<file path="src/rtl/core/selu_pkg.sv">
// shared types and constants for the selection to utf-8 serializer
`timescale 1ns / 1ps

package selu_pkg;

    localparam int ROW_LIMIT   = 4096;
    localparam int COL_LIMIT   = 1024;
    localparam int QUEUE_DEPTH = 2;

    localparam int ROW_W   = 12;
    localparam int COL_W   = 10;
    localparam int CP_W    = 21;
    localparam int IDX_W   = 3;
    localparam int CFG_W   = 12;
    localparam int NSLOT   = 5;
    localparam int SLOT_W  = 3;

    localparam logic [IDX_W-1:0] REG_CORNER_A_ROW     = 3'd0;
    localparam logic [IDX_W-1:0] REG_CORNER_A_COL     = 3'd1;
    localparam logic [IDX_W-1:0] REG_CORNER_B_ROW     = 3'd2;
    localparam logic [IDX_W-1:0] REG_CORNER_B_COL     = 3'd3;
    localparam logic [IDX_W-1:0] REG_SELECTION_ACTIVE = 3'd4;

    localparam logic [CP_W-1:0] CP_MAX      = 21'h10FFFF;
    localparam logic [CP_W-1:0] CP_ONE_MAX  = 21'h000080;
    localparam logic [CP_W-1:0] CP_TWO_MAX  = 21'h000800;
    localparam logic [CP_W-1:0] CP_THREE_MAX = 21'h010000;

    localparam logic [7:0] LEAD2    = 8'hC0;
    localparam logic [7:0] LEAD3    = 8'hE0;
    localparam logic [7:0] LEAD4    = 8'hF0;
    localparam logic [7:0] CONT     = 8'h80;
    localparam logic [7:0] NL_BYTE  = 8'h0A;

    typedef struct packed {
        logic [NSLOT-1:0][7:0] bytes;
        logic [SLOT_W-1:0]     last_idx;
        logic                  sel_last;
    } entry_t;

endpackage

</file>
<file path="src/rtl/core/selu_front.sv">
// front end: configuration, position counters and utf-8 classification
`timescale 1ns / 1ps

module selu_front
    import selu_pkg::*;
(
    input  logic              aclk,
    input  logic              aresetn,
    input  logic              cfg_wr_en,
    input  logic [IDX_W-1:0]  cfg_index,
    input  logic [CFG_W-1:0]  cfg_wdata,
    input  logic              s_valid,
    output logic              s_ready,
    input  logic [CP_W-1:0]   s_codepoint,
    output logic              q_push,
    output entry_t            q_entry,
    input  logic              q_full
);

    logic [ROW_W-1:0] a_row_reg, a_row_next, b_row_reg, b_row_next;
    logic [COL_W-1:0] a_col_reg, a_col_next, b_col_reg, b_col_next;
    logic             active_reg, active_next;
    logic [COL_W-1:0] col_cnt_reg, col_cnt_next;
    logic [ROW_W-1:0] row_cnt_reg, row_cnt_next;

    logic [ROW_W-1:0] ar, br, row_span;
    logic [COL_W-1:0] ac, bc, col_span;
    logic             last_col, last_row, accept, cfg_hit;
    logic [CP_W-1:0]  cp;
    logic [3:0][7:0]  enc;
    logic [SLOT_W-1:0] nb;

    assign ar = (32'(a_row_reg) >= ROW_LIMIT) ? ROW_W'(ROW_LIMIT - 1) : a_row_reg;
    assign br = (32'(b_row_reg) >= ROW_LIMIT) ? ROW_W'(ROW_LIMIT - 1) : b_row_reg;
    assign ac = (32'(a_col_reg) >= COL_LIMIT) ? COL_W'(COL_LIMIT - 1) : a_col_reg;
    assign bc = (32'(b_col_reg) >= COL_LIMIT) ? COL_W'(COL_LIMIT - 1) : b_col_reg;
    assign row_span = (ar < br) ? (br - ar) : (ar - br);
    assign col_span = (ac < bc) ? (bc - ac) : (ac - bc);

    assign last_col = col_cnt_reg >= col_span;
    assign last_row = row_cnt_reg >= row_span;

    assign s_ready = !q_full;
    assign accept  = s_valid && s_ready;
    assign q_push  = accept && active_reg;
    assign cfg_hit = cfg_wr_en && (cfg_index <= REG_SELECTION_ACTIVE);

    assign cp = (s_codepoint > CP_MAX) ? CP_MAX : s_codepoint;

    always_comb begin
        enc = '0;
        if (cp < CP_ONE_MAX) begin
            enc[0] = cp[7:0];
            nb     = SLOT_W'(1);
        end else if (cp < CP_TWO_MAX) begin
            enc[0] = LEAD2 | {3'b000, cp[10:6]};
            enc[1] = CONT | {2'b00, cp[5:0]};
            nb     = SLOT_W'(2);
        end else if (cp < CP_THREE_MAX) begin
            enc[0] = LEAD3 | {4'b0000, cp[15:12]};
            enc[1] = CONT | {2'b00, cp[11:6]};
            enc[2] = CONT | {2'b00, cp[5:0]};
            nb     = SLOT_W'(3);
        end else begin
            enc[0] = LEAD4 | {5'b00000, cp[20:18]};
            enc[1] = CONT | {2'b00, cp[17:12]};
            enc[2] = CONT | {2'b00, cp[11:6]};
            enc[3] = CONT | {2'b00, cp[5:0]};
            nb     = SLOT_W'(4);
        end
    end

    always_comb begin
        q_entry          = '0;
        q_entry.bytes[3:0] = enc;
        q_entry.sel_last = last_col && last_row;
        if (last_col && !last_row) begin
            q_entry.bytes[nb] = NL_BYTE;
            q_entry.last_idx  = nb;
        end else begin
            q_entry.last_idx  = nb - SLOT_W'(1);
        end
    end

    always_comb begin
        a_row_next  = a_row_reg;
        a_col_next  = a_col_reg;
        b_row_next  = b_row_reg;
        b_col_next  = b_col_reg;
        active_next = active_reg;
        if (cfg_wr_en) begin
            unique case (cfg_index)
                REG_CORNER_A_ROW:     a_row_next  = cfg_wdata[ROW_W-1:0];
                REG_CORNER_A_COL:     a_col_next  = cfg_wdata[COL_W-1:0];
                REG_CORNER_B_ROW:     b_row_next  = cfg_wdata[ROW_W-1:0];
                REG_CORNER_B_COL:     b_col_next  = cfg_wdata[COL_W-1:0];
                REG_SELECTION_ACTIVE: active_next = cfg_wdata[0];
                default: ;
            endcase
        end
    end

    always_comb begin
        col_cnt_next = col_cnt_reg;
        row_cnt_next = row_cnt_reg;
        if (cfg_hit) begin
            col_cnt_next = '0;
            row_cnt_next = '0;
        end else if (q_push) begin
            if (last_col) begin
                col_cnt_next = '0;
                row_cnt_next = last_row ? '0 : row_cnt_reg + ROW_W'(1);
            end else begin
                col_cnt_next = col_cnt_reg + COL_W'(1);
            end
        end
    end

    always_ff @(posedge aclk) begin
        if (!aresetn) begin
            a_row_reg   <= '0;
            a_col_reg   <= '0;
            b_row_reg   <= '0;
            b_col_reg   <= '0;
            active_reg  <= 1'b0;
            col_cnt_reg <= '0;
            row_cnt_reg <= '0;
        end else begin
            a_row_reg   <= a_row_next;
            a_col_reg   <= a_col_next;
            b_row_reg   <= b_row_next;
            b_col_reg   <= b_col_next;
            active_reg  <= active_next;
            col_cnt_reg <= col_cnt_next;
            row_cnt_reg <= row_cnt_next;
        end
    end

`ifndef SYNTHESIS
    a_cnt_in_span: assert property (@(posedge aclk) disable iff (!aresetn)
        (col_cnt_reg <= col_span) && (row_cnt_reg <= row_span))
        else $error("position counter outside selection");
`endif

endmodule

</file>
<file path="src/rtl/core/selu_fifo.sv">
// short queue of classified cells between front and back
`timescale 1ns / 1ps

module selu_fifo
    import selu_pkg::*;
(
    input  logic   aclk,
    input  logic   aresetn,
    input  logic   push,
    input  entry_t push_entry,
    output logic   full,
    output logic   q_valid,
    output entry_t q_entry,
    input  logic   pop
);

    localparam int PTR_W = (QUEUE_DEPTH > 1) ? $clog2(QUEUE_DEPTH) : 1;
    localparam int CNT_W = $clog2(QUEUE_DEPTH + 1);

    entry_t             slot_reg [QUEUE_DEPTH];
    logic [PTR_W-1:0]   wr_ptr_reg, wr_ptr_next, rd_ptr_reg, rd_ptr_next;
    logic [CNT_W-1:0]   count_reg, count_next;

    assign full    = count_reg == CNT_W'(QUEUE_DEPTH);
    assign q_valid = count_reg != '0;
    assign q_entry = slot_reg[rd_ptr_reg];

    always_comb begin
        wr_ptr_next = wr_ptr_reg;
        rd_ptr_next = rd_ptr_reg;
        count_next  = count_reg;
        if (push) begin
            wr_ptr_next = (wr_ptr_reg == PTR_W'(QUEUE_DEPTH - 1)) ? '0
                                                                  : wr_ptr_reg + PTR_W'(1);
        end
        if (pop) begin
            rd_ptr_next = (rd_ptr_reg == PTR_W'(QUEUE_DEPTH - 1)) ? '0
                                                                  : rd_ptr_reg + PTR_W'(1);
        end
        if (push && !pop) begin
            count_next = count_reg + CNT_W'(1);
        end else if (pop && !push) begin
            count_next = count_reg - CNT_W'(1);
        end
    end

    always_ff @(posedge aclk) begin
        if (push) begin
            slot_reg[wr_ptr_reg] <= push_entry;
        end
    end

    always_ff @(posedge aclk) begin
        if (!aresetn) begin
            wr_ptr_reg <= '0;
            rd_ptr_reg <= '0;
            count_reg  <= '0;
        end else begin
            wr_ptr_reg <= wr_ptr_next;
            rd_ptr_reg <= rd_ptr_next;
            count_reg  <= count_next;
        end
    end

`ifndef SYNTHESIS
    a_no_overflow: assert property (@(posedge aclk) disable iff (!aresetn)
        push |-> (!full || pop))
        else $error("queue written while full");
    a_no_underflow: assert property (@(posedge aclk) disable iff (!aresetn)
        pop |-> q_valid)
        else $error("queue read while empty");
`endif

endmodule

</file>
<file path="src/rtl/core/selu_back.sv">
// back end: steps through the bytes of each cell into the output register
`timescale 1ns / 1ps

module selu_back
    import selu_pkg::*;
(
    input  logic       aclk,
    input  logic       aresetn,
    input  logic       q_valid,
    input  entry_t     q_entry,
    output logic       q_pop,
    output logic       m_valid,
    input  logic       m_ready,
    output logic [7:0] m_out_byte,
    output logic       m_cell_done,
    output logic       m_selection_done
);

    logic              cur_valid_reg, cur_valid_next;
    entry_t            cur_entry_reg, cur_entry_next;
    logic [SLOT_W-1:0] cur_idx_reg, cur_idx_next;
    logic              m_valid_reg, m_valid_next;
    logic [7:0]        byte_reg, byte_next;
    logic              cell_done_reg, cell_done_next;
    logic              sel_done_reg, sel_done_next;
    logic              out_load, cur_last;

    assign out_load = cur_valid_reg && (!m_valid_reg || m_ready);
    assign cur_last = cur_idx_reg == cur_entry_reg.last_idx;
    assign q_pop    = q_valid && (!cur_valid_reg || (out_load && cur_last));

    always_comb begin
        cur_valid_next = cur_valid_reg;
        cur_entry_next = cur_entry_reg;
        cur_idx_next   = cur_idx_reg;
        if (q_pop) begin
            cur_valid_next = 1'b1;
            cur_entry_next = q_entry;
            cur_idx_next   = '0;
        end else if (out_load && cur_last) begin
            cur_valid_next = 1'b0;
        end else if (out_load) begin
            cur_idx_next = cur_idx_reg + SLOT_W'(1);
        end
    end

    always_comb begin
        m_valid_next   = m_valid_reg;
        byte_next      = byte_reg;
        cell_done_next = cell_done_reg;
        sel_done_next  = sel_done_reg;
        if (out_load) begin
            m_valid_next   = 1'b1;
            byte_next      = cur_entry_reg.bytes[cur_idx_reg];
            cell_done_next = cur_last;
            sel_done_next  = cur_last && cur_entry_reg.sel_last;
        end else if (m_ready) begin
            m_valid_next = 1'b0;
        end
    end

    always_ff @(posedge aclk) begin
        cur_entry_reg <= cur_entry_next;
        cur_idx_reg   <= cur_idx_next;
        byte_reg      <= byte_next;
        cell_done_reg <= cell_done_next;
        sel_done_reg  <= sel_done_next;
    end

    always_ff @(posedge aclk) begin
        if (!aresetn) begin
            cur_valid_reg <= 1'b0;
            m_valid_reg   <= 1'b0;
        end else begin
            cur_valid_reg <= cur_valid_next;
            m_valid_reg   <= m_valid_next;
        end
    end

    assign m_valid          = m_valid_reg;
    assign m_out_byte       = byte_reg;
    assign m_cell_done      = cell_done_reg;
    assign m_selection_done = sel_done_reg;

`ifndef SYNTHESIS
    a_idx_in_range: assert property (@(posedge aclk) disable iff (!aresetn)
        cur_valid_reg |-> (cur_idx_reg <= cur_entry_reg.last_idx))
        else $error("byte index past end of cell");
    a_sel_done_on_cell_end: assert property (@(posedge aclk) disable iff (!aresetn)
        (m_valid_reg && sel_done_reg) |-> cell_done_reg)
        else $error("selection end not on a cell end");
`endif

endmodule

</file>
<file path="src/rtl/core/selection_to_utf8_serializer_core.sv">
// top level of the rectangular selection to utf-8 serializer
//
// usage:
//   s_ channel: one transaction per selected cell, codepoint in row-major order
//   m_ channel: one transaction per output byte, with cell_done on the last
//     byte of a cell (the newline when a row other than the last ends) and
//     selection_done on the final byte of the whole selection
//   cfg port: cfg_wr_en/cfg_index/cfg_wdata write corners and selection_active;
//     any write to a defined register restarts the selection at its first cell
//   path: queue, then the stepper's cell register, then the output register
//   throughput: one byte per cycle from the byte stepper while the receiver
//     is ready; a cell is 1 to 5 bytes (utf-8 length plus optional newline)
//   a 2-entry queue decouples the input from the byte stepper; while the
//     receiver stalls the output register holds and input stops once the
//     queue and the stepper are full
//   with no active selection input transactions are taken and dropped
//   reset clears the registers, counters, queue and output valid
`timescale 1ns / 1ps

module selection_to_utf8_serializer_core
    import selu_pkg::*;
(
    input  logic              aclk,
    input  logic              aresetn,
    input  logic              cfg_wr_en,
    input  logic [IDX_W-1:0]  cfg_index,
    input  logic [CFG_W-1:0]  cfg_wdata,
    input  logic              s_valid,
    output logic              s_ready,
    input  logic [CP_W-1:0]   s_codepoint,
    output logic              m_valid,
    input  logic              m_ready,
    output logic [7:0]        m_out_byte,
    output logic              m_cell_done,
    output logic              m_selection_done
);

    logic   push, full, q_valid, pop;
    entry_t push_entry, q_entry;

    selu_front u_front (
        .aclk        (aclk),
        .aresetn     (aresetn),
        .cfg_wr_en   (cfg_wr_en),
        .cfg_index   (cfg_index),
        .cfg_wdata   (cfg_wdata),
        .s_valid     (s_valid),
        .s_ready     (s_ready),
        .s_codepoint (s_codepoint),
        .q_push      (push),
        .q_entry     (push_entry),
        .q_full      (full)
    );

    selu_fifo u_fifo (
        .aclk       (aclk),
        .aresetn    (aresetn),
        .push       (push),
        .push_entry (push_entry),
        .full       (full),
        .q_valid    (q_valid),
        .q_entry    (q_entry),
        .pop        (pop)
    );

    selu_back u_back (
        .aclk             (aclk),
        .aresetn          (aresetn),
        .q_valid          (q_valid),
        .q_entry          (q_entry),
        .q_pop            (pop),
        .m_valid          (m_valid),
        .m_ready          (m_ready),
        .m_out_byte       (m_out_byte),
        .m_cell_done      (m_cell_done),
        .m_selection_done (m_selection_done)
    );

endmodule
</file>
<file path="config.mk">
export PLATFORM = sky130hd
export DESIGN_NAME = selection_to_utf8_serializer_core
export DESIGN_NICKNAME = d
export VERILOG_FILES = /design/src/rtl/core/selu_pkg.sv /design/src/rtl/core/selu_front.sv /design/src/rtl/core/selu_fifo.sv /design/src/rtl/core/selu_back.sv /design/src/rtl/core/selection_to_utf8_serializer_core.sv
export SDC_FILE = /design/constraint.sdc
export NUM_CORES = 1
export LEC_CHECK = 0
export BUFFER_PORTS_ARGS = -buffer_cell sky130_fd_sc_hd__buf_2
export CAP_MARGIN = 15
export CORE_MARGIN = 2
export CORE_UTILIZATION = 30
export CTS_CLUSTER_SIZE = 24
export DETAILED_ROUTE_END_ITERATION = 10
export PLACE_DENSITY_LB_ADDON = 0.1
export SLEW_MARGIN = 25
export SYNTH_ARGS = -nofsm -noshare
export SYNTH_HDL_FRONTEND = slang
export SYNTH_HIERARCHICAL = 1
export SYNTH_SLANG_ARGS = --single-unit
</file>
<file path="constraint.sdc">
create_clock -name aclk -period 4.75 [get_ports aclk]
set_clock_uncertainty 0.2 [all_clocks]
set_input_delay 0.7125 -clock aclk [delete_from_list [all_inputs] [get_ports aclk]]
set_output_delay 0.7125 -clock aclk [all_outputs]
set_load 0.03 [all_outputs]
</file>
==> flow_metrics.tcl, run 1 <==
set metrics [dict create \
    dp_hpwl_mm 18.9 \
    cp_data_arrival_time_ns 4.59 \
    tightest_slew_ns 0.923 \
    drive_above_1_share_pct 18.8 \
    num-fill-cells 3867 \
    grt_pass1_vias 7820 \
    drv_cap 0 \
    chipHeight_um 199 \
    largest_register_ff_count 88 \
    cts_tree "yes" \
    fin_ws_ns 0.229 \
    critPathRequiredTime_ns 4.82 \
    antenna_found_initial 0 \
    cts-root-buf "clkbuf_16" \
    hold_viol 0 \
    end_kind "register" \
    min_path_type "input port to register" \
    period_minus_slack_ns 4.52 \
    start_util_pct 30.4 \
    avgSynthCellArea_um2 10.7 \
    outcome "completed" \
    synth-edff-count 142 \
    final.setup.tns_ns 0 \
    place.port_buffers 52 \
    drt-initial-drc-count 346 \
    synth_async_sr_flop_share_pct 0 \
    yosysTopAreaCellShare_pct 37.2 \
    fin_util_pct 35.4 \
    yosys_register_bits 219 \
    final_antenna_net_count 0 \
    slew_headroom_pct 38.3 \
    netlist_top_cells_count "edfxtp_1 (142), nand2_1 (133), nor2_1 (78)" \
    yosysMostFrequentCell "edfxtp_1" \
    numCtsBuffers 26 \
    dieWidth_um 199 \
    boundaryPins 53 \
    fin_nets 1252 \
    finalCritPeriodShare_pct 95.2 \
    power_leakage_nw 4.79 \
    synthTopCellsByArea "edfxtp_1 (37%), dfxtp_1 (13%), ha_1 (7.5%)" \
    drc 0 \
    syn_inst 1066 \
    slew_violations 0 \
    routed_via_density 4.65 \
    ys_seq_area_share_pct 50.7 \
    irDropWorstVdd_mv 0.249 \
    vias 7766 \
    cp-start-kind "register" \
    p_per_area_nw_per_um2 420 \
    worstReg2RegStart "u_front/a_row_reg[0]" \
    htreeDepth 1 \
    clock-sinks 219 \
    worstSkewPairLatency_ns 0.54 \
    syn_area_um2 11500 \
    cts_buffer_depth 3 \
    crit_start "u_front/a_row_reg[0]" \
    grt_max_degree 54 \
    syn2layout_area_growth_pct 16.3 \
    rsz0062_at_grt "no" \
    globalRoute.totalOverflow 0 \
    grt_pass1_wl_mm 43.1 \
    wirelength_mm 26.9 \
    yosys_warnings 6 \
    hold_start "cfg_wdata[11]" \
    cp_max_fo 6 \
    fmax_mhz 221 \
    rows 71 \
    place_ws_ns 0.0107 \
    routabilityCongestion 0.818 \
    die_area_um2 39700 \
    setup_viol 0 \
    grt_usage_pct 13.8 \
    synth_ff_type "edfxtp_1" \
    coreArea_um2 37700 \
    synth_top_area_cell "edfxtp_1" \
    path_clk_slew_ns 0.06 \
    synth.distinct_cells 68 \
    path_class "register to register" \
    wl_per_cell_um 16.1 \
    firstDrtPassIters 4 \
]
-- cells by family after synthesis --
| logic type | synth area share, % |
|---|---|
| fa+ha+maj | 8.24 |
| compound gates | 12.7 |
| other cells | 0.0327 |
| xor+xnor | 3.21 |
| simple gates | 13.2 |
| mux | 6.91 |
| flops | 50.7 |
| buf+inv | 4.96 |
-- through the flow --
stage	total power [W]	cell area, µm²	std cells	hold WS (ns)
global route	0.00591	13300	1669	0.248
finish	0.00559	13300	1670	0.240
CTS	0.00566	13200	1664	0.215
detailed placement	0.00370	12300	1616	0.266
global placement	0.00370	12300	1616	0.252
floorplan	0.00332	11500	1074	0.243
-- area by class of cell --
cell class	instances	area, µm²	area share [%]
Sequential cell	219	5810	43.6
Multi-Input combinational cell	729	5190	39.0
Clock buffer	33	677	5.08
Tap cell	511	639	4.80
Timing Repair Buffer	87	574	4.31
Inverter	75	282	2.11
Clock inverter	15	143	1.07
Antenna cell	1	2.50	0.0188
-- path summary, 6_finish.rpt --
path | depth (start not counted) | to | slack, ns
setup / recovery | 18 | u_fifo/slot_reg[1][1] | 0.23
hold / removal | 3 | u_front/a_row_reg[11] | 0.24
setup reg to reg | 18 | u_fifo/slot_reg[1][1] | 0.23
hold reg to reg | 2 | u_front/a_row_reg[11] | 0.27
-- placed cells by master (no fill, tap or decap), types with 19 or more instances in the layout --
cell / n
mux2_2: 45
dfxtp_1: 73
nand2_1: 131
a21oi_1: 51
edfxtp_1: 142
buf_2: 52
nand3_1: 20
xor2_1: 19
a21boi_0: 47
buf_4: 30
xnor2_1: 23
o21ai_0: 40
inv_1: 73
clkbuf_16: 28
nor2_1: 76
ha_1: 66
-- layer usage --
metal / vias up / routed length, µm / share of wire [%] / track usage (%)
met5: - / 0 / 0 / 0
met4: 0 / 575 / 2.1 / 3.76
met2: 118 / 12900 / 48 / 23.6
li1: 3926 / - / - / -
met3: 38 / 811 / 3.0 / 1.81
met1: 3684 / 12600 / 47 / 18.3
-- critical path, stage by stage (launching register included) --
cell and delay, ns:
dfxtp_2 0.33, inv_1 0.05, ha_1 0.15, inv_1 0.05
fa_1 0.38, a21o_1 0.20, a221oi_2 0.28, a311o_2 0.32
buf_12 0.14, mux2i_2 0.21, xnor2_1 0.15, ha_1 0.29
a21o_1 0.18, a21oi_1 0.14, a21oi_1 0.10, o32a_1 0.41
or3_4 0.37, clkbuf_4 0.18, xnor2_1 0.13
-- report_power, final --
part | internal, W | switching (W) | leakage [nW]
Sequential | 0.00230 | 0.0000657 | 1.93
Combinational | 0.000540 | 0.000765 | 2.45
Clock | 0.00112 | 0.000797 | 0.401
Total | 0.00396 | 0.00163 | 4.79
-- timing repair --
action                     in CTS  in global routing
buffers inserted                0                  2
resized for setup               1                 25
pin swaps                       0                 11
gates cloned                    0                  3
setup endpoints to repair       2                 46
hold buffers                    0                  0
hold endpoints to repair        0                  0
No activity file was read; power rests on OpenSTA's default activity.
==> run 2, diff against run 1 <==
--- a/config.mk
+++ b/config.mk
@@ -5,12 +5,12 @@
 export SDC_FILE = /design/constraint.sdc
 export NUM_CORES = 1
 export LEC_CHECK = 0
-export BUFFER_PORTS_ARGS = -buffer_cell sky130_fd_sc_hd__buf_2
 export CAP_MARGIN = 15
 export CORE_MARGIN = 2
 export CORE_UTILIZATION = 30
 export CTS_CLUSTER_SIZE = 24
 export DETAILED_ROUTE_END_ITERATION = 10
+export DONT_BUFFER_PORTS = 1
 export PLACE_DENSITY_LB_ADDON = 0.1
 export SLEW_MARGIN = 25
 export SYNTH_ARGS = -nofsm -noshare
==> flow_metrics.tcl, run 2 (synthesis gave the netlist of run 1 again) <==
set metrics [dict create \
    grt_max_degree 54 \
    period_minus_slack_ns 4.56 \
    multi_input_area_um2 5190 \
    drive_above_1_share_pct 14.6 \
    drt-initial-drc-count 318 \
    placed_cell_area_um2 12100 \
    end_kind "register" \
    slew_headroom_pct 31.9 \
    critPathRequiredTime_ns 4.84 \
    fin_hold_ws_ns 0.0900 \
    start_util_pct 30.4 \
    num_antenna_cells 0 \
    final_antenna_net_count 0 \
    fin_nets 1202 \
    final_cell_area_um2 13100 \
    wirelength_mm 27.0 \
    htreeDepth 1 \
    coreArea_um2 37700 \
    dieWidth_um 199 \
    power_leakage_nw 4.59 \
    final.setup.tns_ns 0 \
    tightest_slew_ns 1.02 \
    cp_data_arrival_time_ns 4.65 \
    irDropWorstVdd_mv 0.258 \
    grt_pass1_wl_mm 42.5 \
    syn2layout_area_growth_pct 14.3 \
    layout_common_cells "edfxtp_1 (142), nand2_1 (131), nor2_1 (76), dfxtp_1 (76), inv_1 (73)" \
    cts_tree "yes" \
    drv_cap 0 \
    path_class "register to register" \
    slew_violations 0 \
    num-fill-cells 3843 \
    hold_viol 0 \
    place.port_buffers 0 \
    antenna_found_initial 0 \
    boundaryPins 53 \
    fin_cells 1619 \
    routed_via_density 4.67 \
    cts_buffer_depth 3 \
    routabilityCongestion 0.828 \
    p_per_area_nw_per_um2 430 \
    register_area_um2 5810 \
    cp_max_fo 12 \
    wl_per_cell_um 16.7 \
    fmax_mhz 219 \
    final_common_cell "edfxtp_1" \
    outcome "completed" \
    clock-sinks 219 \
    firstDrtPassIters 4 \
    drc 0 \
    numCtsBuffers 26 \
    placed_cells 1564 \
    min_path_type "input port to register" \
    chipHeight_um 199 \
    fin_util_pct 34.8 \
    path_clk_slew_ns 0.06 \
    worstSkewPairLatency_ns 0.55 \
    die_area_um2 39700 \
    cp-start-kind "register" \
    largest_register_ff_count 88 \
    setup_viol 0 \
    rsz0062_at_grt "yes" \
    vias 7561 \
    globalRoute.totalOverflow 0 \
    dp_hpwl_mm 18.6 \
    grt_usage_pct 13.7 \
    rows 71 \
    grt_pass1_vias 7573 \
    cts-root-buf "clkbuf_16" \
    finalCritPeriodShare_pct 96.0 \
]
==> run 2: metrics by stage <==
step | power, W | setup WS [ns]
floorplan | 0.00332 | 0.205
global placement | 0.00363 | 0.163
detailed placement | 0.00364 | 0.0473
CTS | 0.00570 | 0.0246
global route | 0.00594 | -0.0119
finish | 0.00563 | 0.190
==> run 2: layout make-up <==
class | instances | area share, %
Clock buffer | 40 | 5.60
Tap cell | 511 | 4.88
Timing Repair Buffer | 37 | 2.38
Sequential cell | 219 | 44.4
Inverter | 75 | 2.15
Clock inverter | 8 | 1.02
Multi-Input combinational cell | 729 | 39.6
==> run 2: critical path, cell delays in order (launching register included) <==
cell and delay [ns]:
dfxtp_1 0.36, inv_1 0.05, ha_1 0.20, inv_1 0.07, fa_2 0.20, a21o_1 0.15
a221oi_2 0.08, a311o_1 0.37, buf_4 0.16, clkbuf_16 0.15, or3_1 0.33, a22o_1 0.21
xnor2_1 0.13, ha_1 0.17, or3_1 0.38, o32a_1 0.43, or3_4 0.37, buf_6 0.15
mux2i_2 0.15
==> run 2: path summary, 6_finish.rpt <==
kind,depth (start not counted),startpoint,to,slack (ns)
worst max-delay path,18,u_front/a_row_reg[0],u_fifo/slot_reg[0][2],0.19
worst min-delay path,1,aresetn,u_back/cur_valid_reg,0.09
worst max register to register,18,u_front/a_row_reg[0],u_fifo/slot_reg[0][2],0.19
worst min register to register,2,u_front/b_col_reg[9],u_front/b_col_reg[9],0.28
==> run 2: power breakdown <==
group | internal, W | leakage [nW] | switching (W)
Sequential | 0.00230 | 1.93 | 0.000130
Clock | 0.00123 | 0.411 | 0.000797
Combinational | 0.000512 | 2.25 | 0.000662
Total | 0.00404 | 4.59 | 0.00159
==> run 2: what timing repair did <==
action | CTS | global route
setup endpoints to repair | 0 | 42
hold buffers | 0 | 0
gates resized for setup | 0 | 25
buffers inserted | 0 | 5
==> run 2: routing by layer <==
layer | track usage (%) | part of all wire, % | vias up | wire length, µm
met5 | 0 | 0 | - | 0
met4 | 3.10 | 1.9 | 0 | 518
met3 | 2.65 | 3.4 | 37 | 913
met2 | 24.2 | 49 | 120 | 13300
met1 | 17.3 | 45 | 3592 | 12200
li1 | - | - | 3812 | -
==> run 3, diff against run 2 <==
--- a/config.mk
+++ b/config.mk
@@ -15,5 +15,4 @@
 export SLEW_MARGIN = 25
 export SYNTH_ARGS = -nofsm -noshare
 export SYNTH_HDL_FRONTEND = slang
-export SYNTH_HIERARCHICAL = 1
 export SYNTH_SLANG_ARGS = --single-unit
==> flow_metrics.tcl, run 3 <==
set metrics [dict create \
    grt_usage_pct 14.2 \
    total_power_w 0.00461 \
    fin_nets 1098 \
    rr_worst_depth 19 \
    path_class "register to register" \
    ys_seq_area_share_pct 47.6 \
    coreArea_um2 33600 \
    cts_tree "yes" \
    fin_hold_ws_ns 0.183 \
    avgSynthCellArea_um2 10.4 \
    netlist_top_cells_count "nand2_1 (124), edfxtp_1 (112), dfxtp_1 (76)" \
    htreeDepth 4 \
    synth_compound_area_share_pct 14.9 \
    place.port_buffers 0 \
    boundaryPins 53 \
    period_minus_slack_ns 4.42 \
    post_cts_buffers 0 \
    numCtsBuffers 17 \
    synthTopCellsByArea "edfxtp_1 (33%), dfxtp_1 (15%), ha_1 (8.4%)" \
    hold-path-cell-count 1 \
    fmax_mhz 226 \
    start_util_pct 30.5 \
    fin_cells 1445 \
    syn_area_um2 10300 \
    slew_violations 0 \
    final_antenna_net_count 0 \
    cts-root-buf "clkbuf_16" \
    drc 0 \
    end_kind "register" \
    largest_register_ff_count 68 \
    grt_max_degree 53 \
    irDropWorstVdd_mv 0.301 \
    ff2ff_setup_slack_ns 0.33 \
    yosys_warnings 0 \
    worstReg2RegStart "u_front.a_col_reg[0]" \
    critPathMaxStageDelay_ns 0.65 \
    path_depth 19 \
    finalCritPeriodShare_pct 93.1 \
    drive_above_1_share_pct 13.1 \
    globalRoute.totalOverflow 0 \
    yosysMostFrequentCell "nand2_1" \
    drt-initial-drc-count 359 \
    synth_xor_area_share_pct 3.16 \
    path_clk_slew_ns 0.09 \
    multi_input_area_um2 4980 \
    critPathRequiredTime_ns 4.92 \
    power_leakage_nw 4.10 \
    syn2layout_area_growth_pct 12.2 \
    rsz0062_at_grt "no" \
    routabilityCongestion 0.802 \
    wl_per_cell_um 16.6 \
    rows 67 \
    register_area_um2 4880 \
    worstReg2RegEnd "u_front.row_cnt_reg[7]" \
    synth_top_family_by_area "compound AO/OA/AOI/OAI gates" \
    synth_top_area_cell "edfxtp_1" \
    drv_cap 0 \
    num-fill-cells 3412 \
    synthSimpleGateAreaFrac_pct 13.1 \
    final.setup.tns_ns 0 \
    grt_pass1_vias 7079 \
    wirelength_mm 24.0 \
    firstDrtPassIters 4 \
    setup_viol 0 \
    final_common_cell "nand2_1" \
    die_area_um2 35700 \
    grt_pass1_wl_mm 39.4 \
    min_path_type "input port to register" \
    dp_hpwl_mm 17.1 \
    routed_via_density 4.77 \
    worstSkewPairLatency_ns 0.46 \
    antenna_found_initial 0 \
    num_antenna_cells 0 \
    yosysTopAreaCellShare_pct 32.8 \
    slew_headroom_pct 45.0 \
    hold_viol 0 \
    cts_buffer_depth 2 \
    tightest_slew_ns 0.822 \
    syn_inst 984 \
    crit_chain "inv_1 -> ha_1 -> inv_1 -> fa_1 -> a21o_1 -> a221oi_2 -> o21ai_2 -> buf_4 -> a211o_1 -> nand3_1 -> o311ai_1 -> xnor2_1 -> ha_1 -> o2111ai_1 -> o21ai_1 -> buf_4 -> nand3b_1 -> or4b_2 -> a21oi_1" \
    placed_cells 1413 \
    crit_family "compound AO/OA/AOI/OAI gates" \
    outcome "completed" \
    cp_max_fo 10 \
    endpoint "u_front.row_cnt_reg[7]" \
    synth.distinct_cells 66 \
    synthAdderAreaFrac_pct 9.78 \
    syn_nets 1098 \
    crit_start "u_front.a_col_reg[0]" \
    synth.area.mux_share_pct 7.09 \
    dieWidth_um 189 \
    cp-start-kind "register" \
    p_per_area_nw_per_um2 400 \
    crit_slowest_cell "or4b_2" \
    clock-sinks 188 \
    chipHeight_um 189 \
    layout_common_cells "nand2_1 (124), edfxtp_1 (112), dfxtp_1 (76)" \
    synth-edff-count 112 \
    vias 6886 \
    path_buf_inv 4 \
    synth_async_sr_flop_share_pct 0 \
    synth_ff_type "edfxtp_1" \
    cp_data_arrival_time_ns 4.59 \
    yosys_register_bits 188 \
]
==> run 3: worst min path at each step <==
stage | from | to | slack, ns
after floorplan | u_front.b_col_reg[9] | u_front.b_col_reg[9] | 0.24
after global placement | u_front.b_col_reg[9] | u_front.b_col_reg[9] | 0.26
after detailed placement | u_front.b_col_reg[9] | u_front.b_col_reg[9] | 0.26
after CTS | aresetn | u_fifo.wr_ptr_reg | 0.15
after global routing | aresetn | u_fifo.wr_ptr_reg | 0.15
final | aresetn | u_fifo.wr_ptr_reg | 0.18
==> run 3: layer usage <==
metal  wire [µm]  GRT usage, %  up-vias
li1            -             -     3517
met1       11500          17.8     3285
met2       11600          24.3       69
met3         713          3.48       15
met4         242          3.91        0
met5           0             0        -
==> run 3: area by class of cell <==
type | count | area share [%]
Timing Repair Buffer | 28 | 1.83
Multi-Input combinational cell | 686 | 43.2
Clock inverter | 15 | 1.91
Clock buffer | 17 | 3.69
Tap cell | 448 | 4.87
Inverter | 63 | 2.08
Sequential cell | 188 | 42.4
==> run 3: worst register-to-register path: cells and delay by family (launching register included) <==
family	cells	cell delay [ns]
AO/OA/AOI/OAI	8	1.49
XOR/XNOR	1	0.16
adder cells (fa/ha/maj)	3	0.82
buffers and inverters	4	0.49
flip-flops	1	0.33
AND/OR/NAND/NOR	3	0.86
==> run 3: timing repair <==
action	CTS	global route
hold buffers	0	0
endpoints found under the setup margin	0	16
endpoints found under the hold margin	0	0
resized for setup	0	5
==> run 3: logic make-up after synthesis <==
group	after synthesis
simple gates	280
compound gates	231
flops	188
buf+inv	110
fa+ha+maj	79
mux	59
xor+xnor	37
==> run 3: metrics by stage <==
step	worst slack (ns)	instance area (µm²)	util, %
2_1_floorplan	0.565	10300	-
5_1_grt	0.00710	11500	34.3
4_1_cts	0.0698	11500	34.2
6_report	0.328	11500	34.3
3_5_place_dp	0.0994	10800	32.3
3_3_place_gp	0.234	10800	32.3
==> run 3: where the power goes <==
group	internal (W)	switching (W)	total [W]	leakage, nW
Clock	0.000754	0.000819	0.00157	0.311
Combinational	0.000416	0.000490	0.000906	2.14
Sequential	0.00200	0.000134	0.00213	1.65
Total	0.00317	0.00144	0.00461	4.10
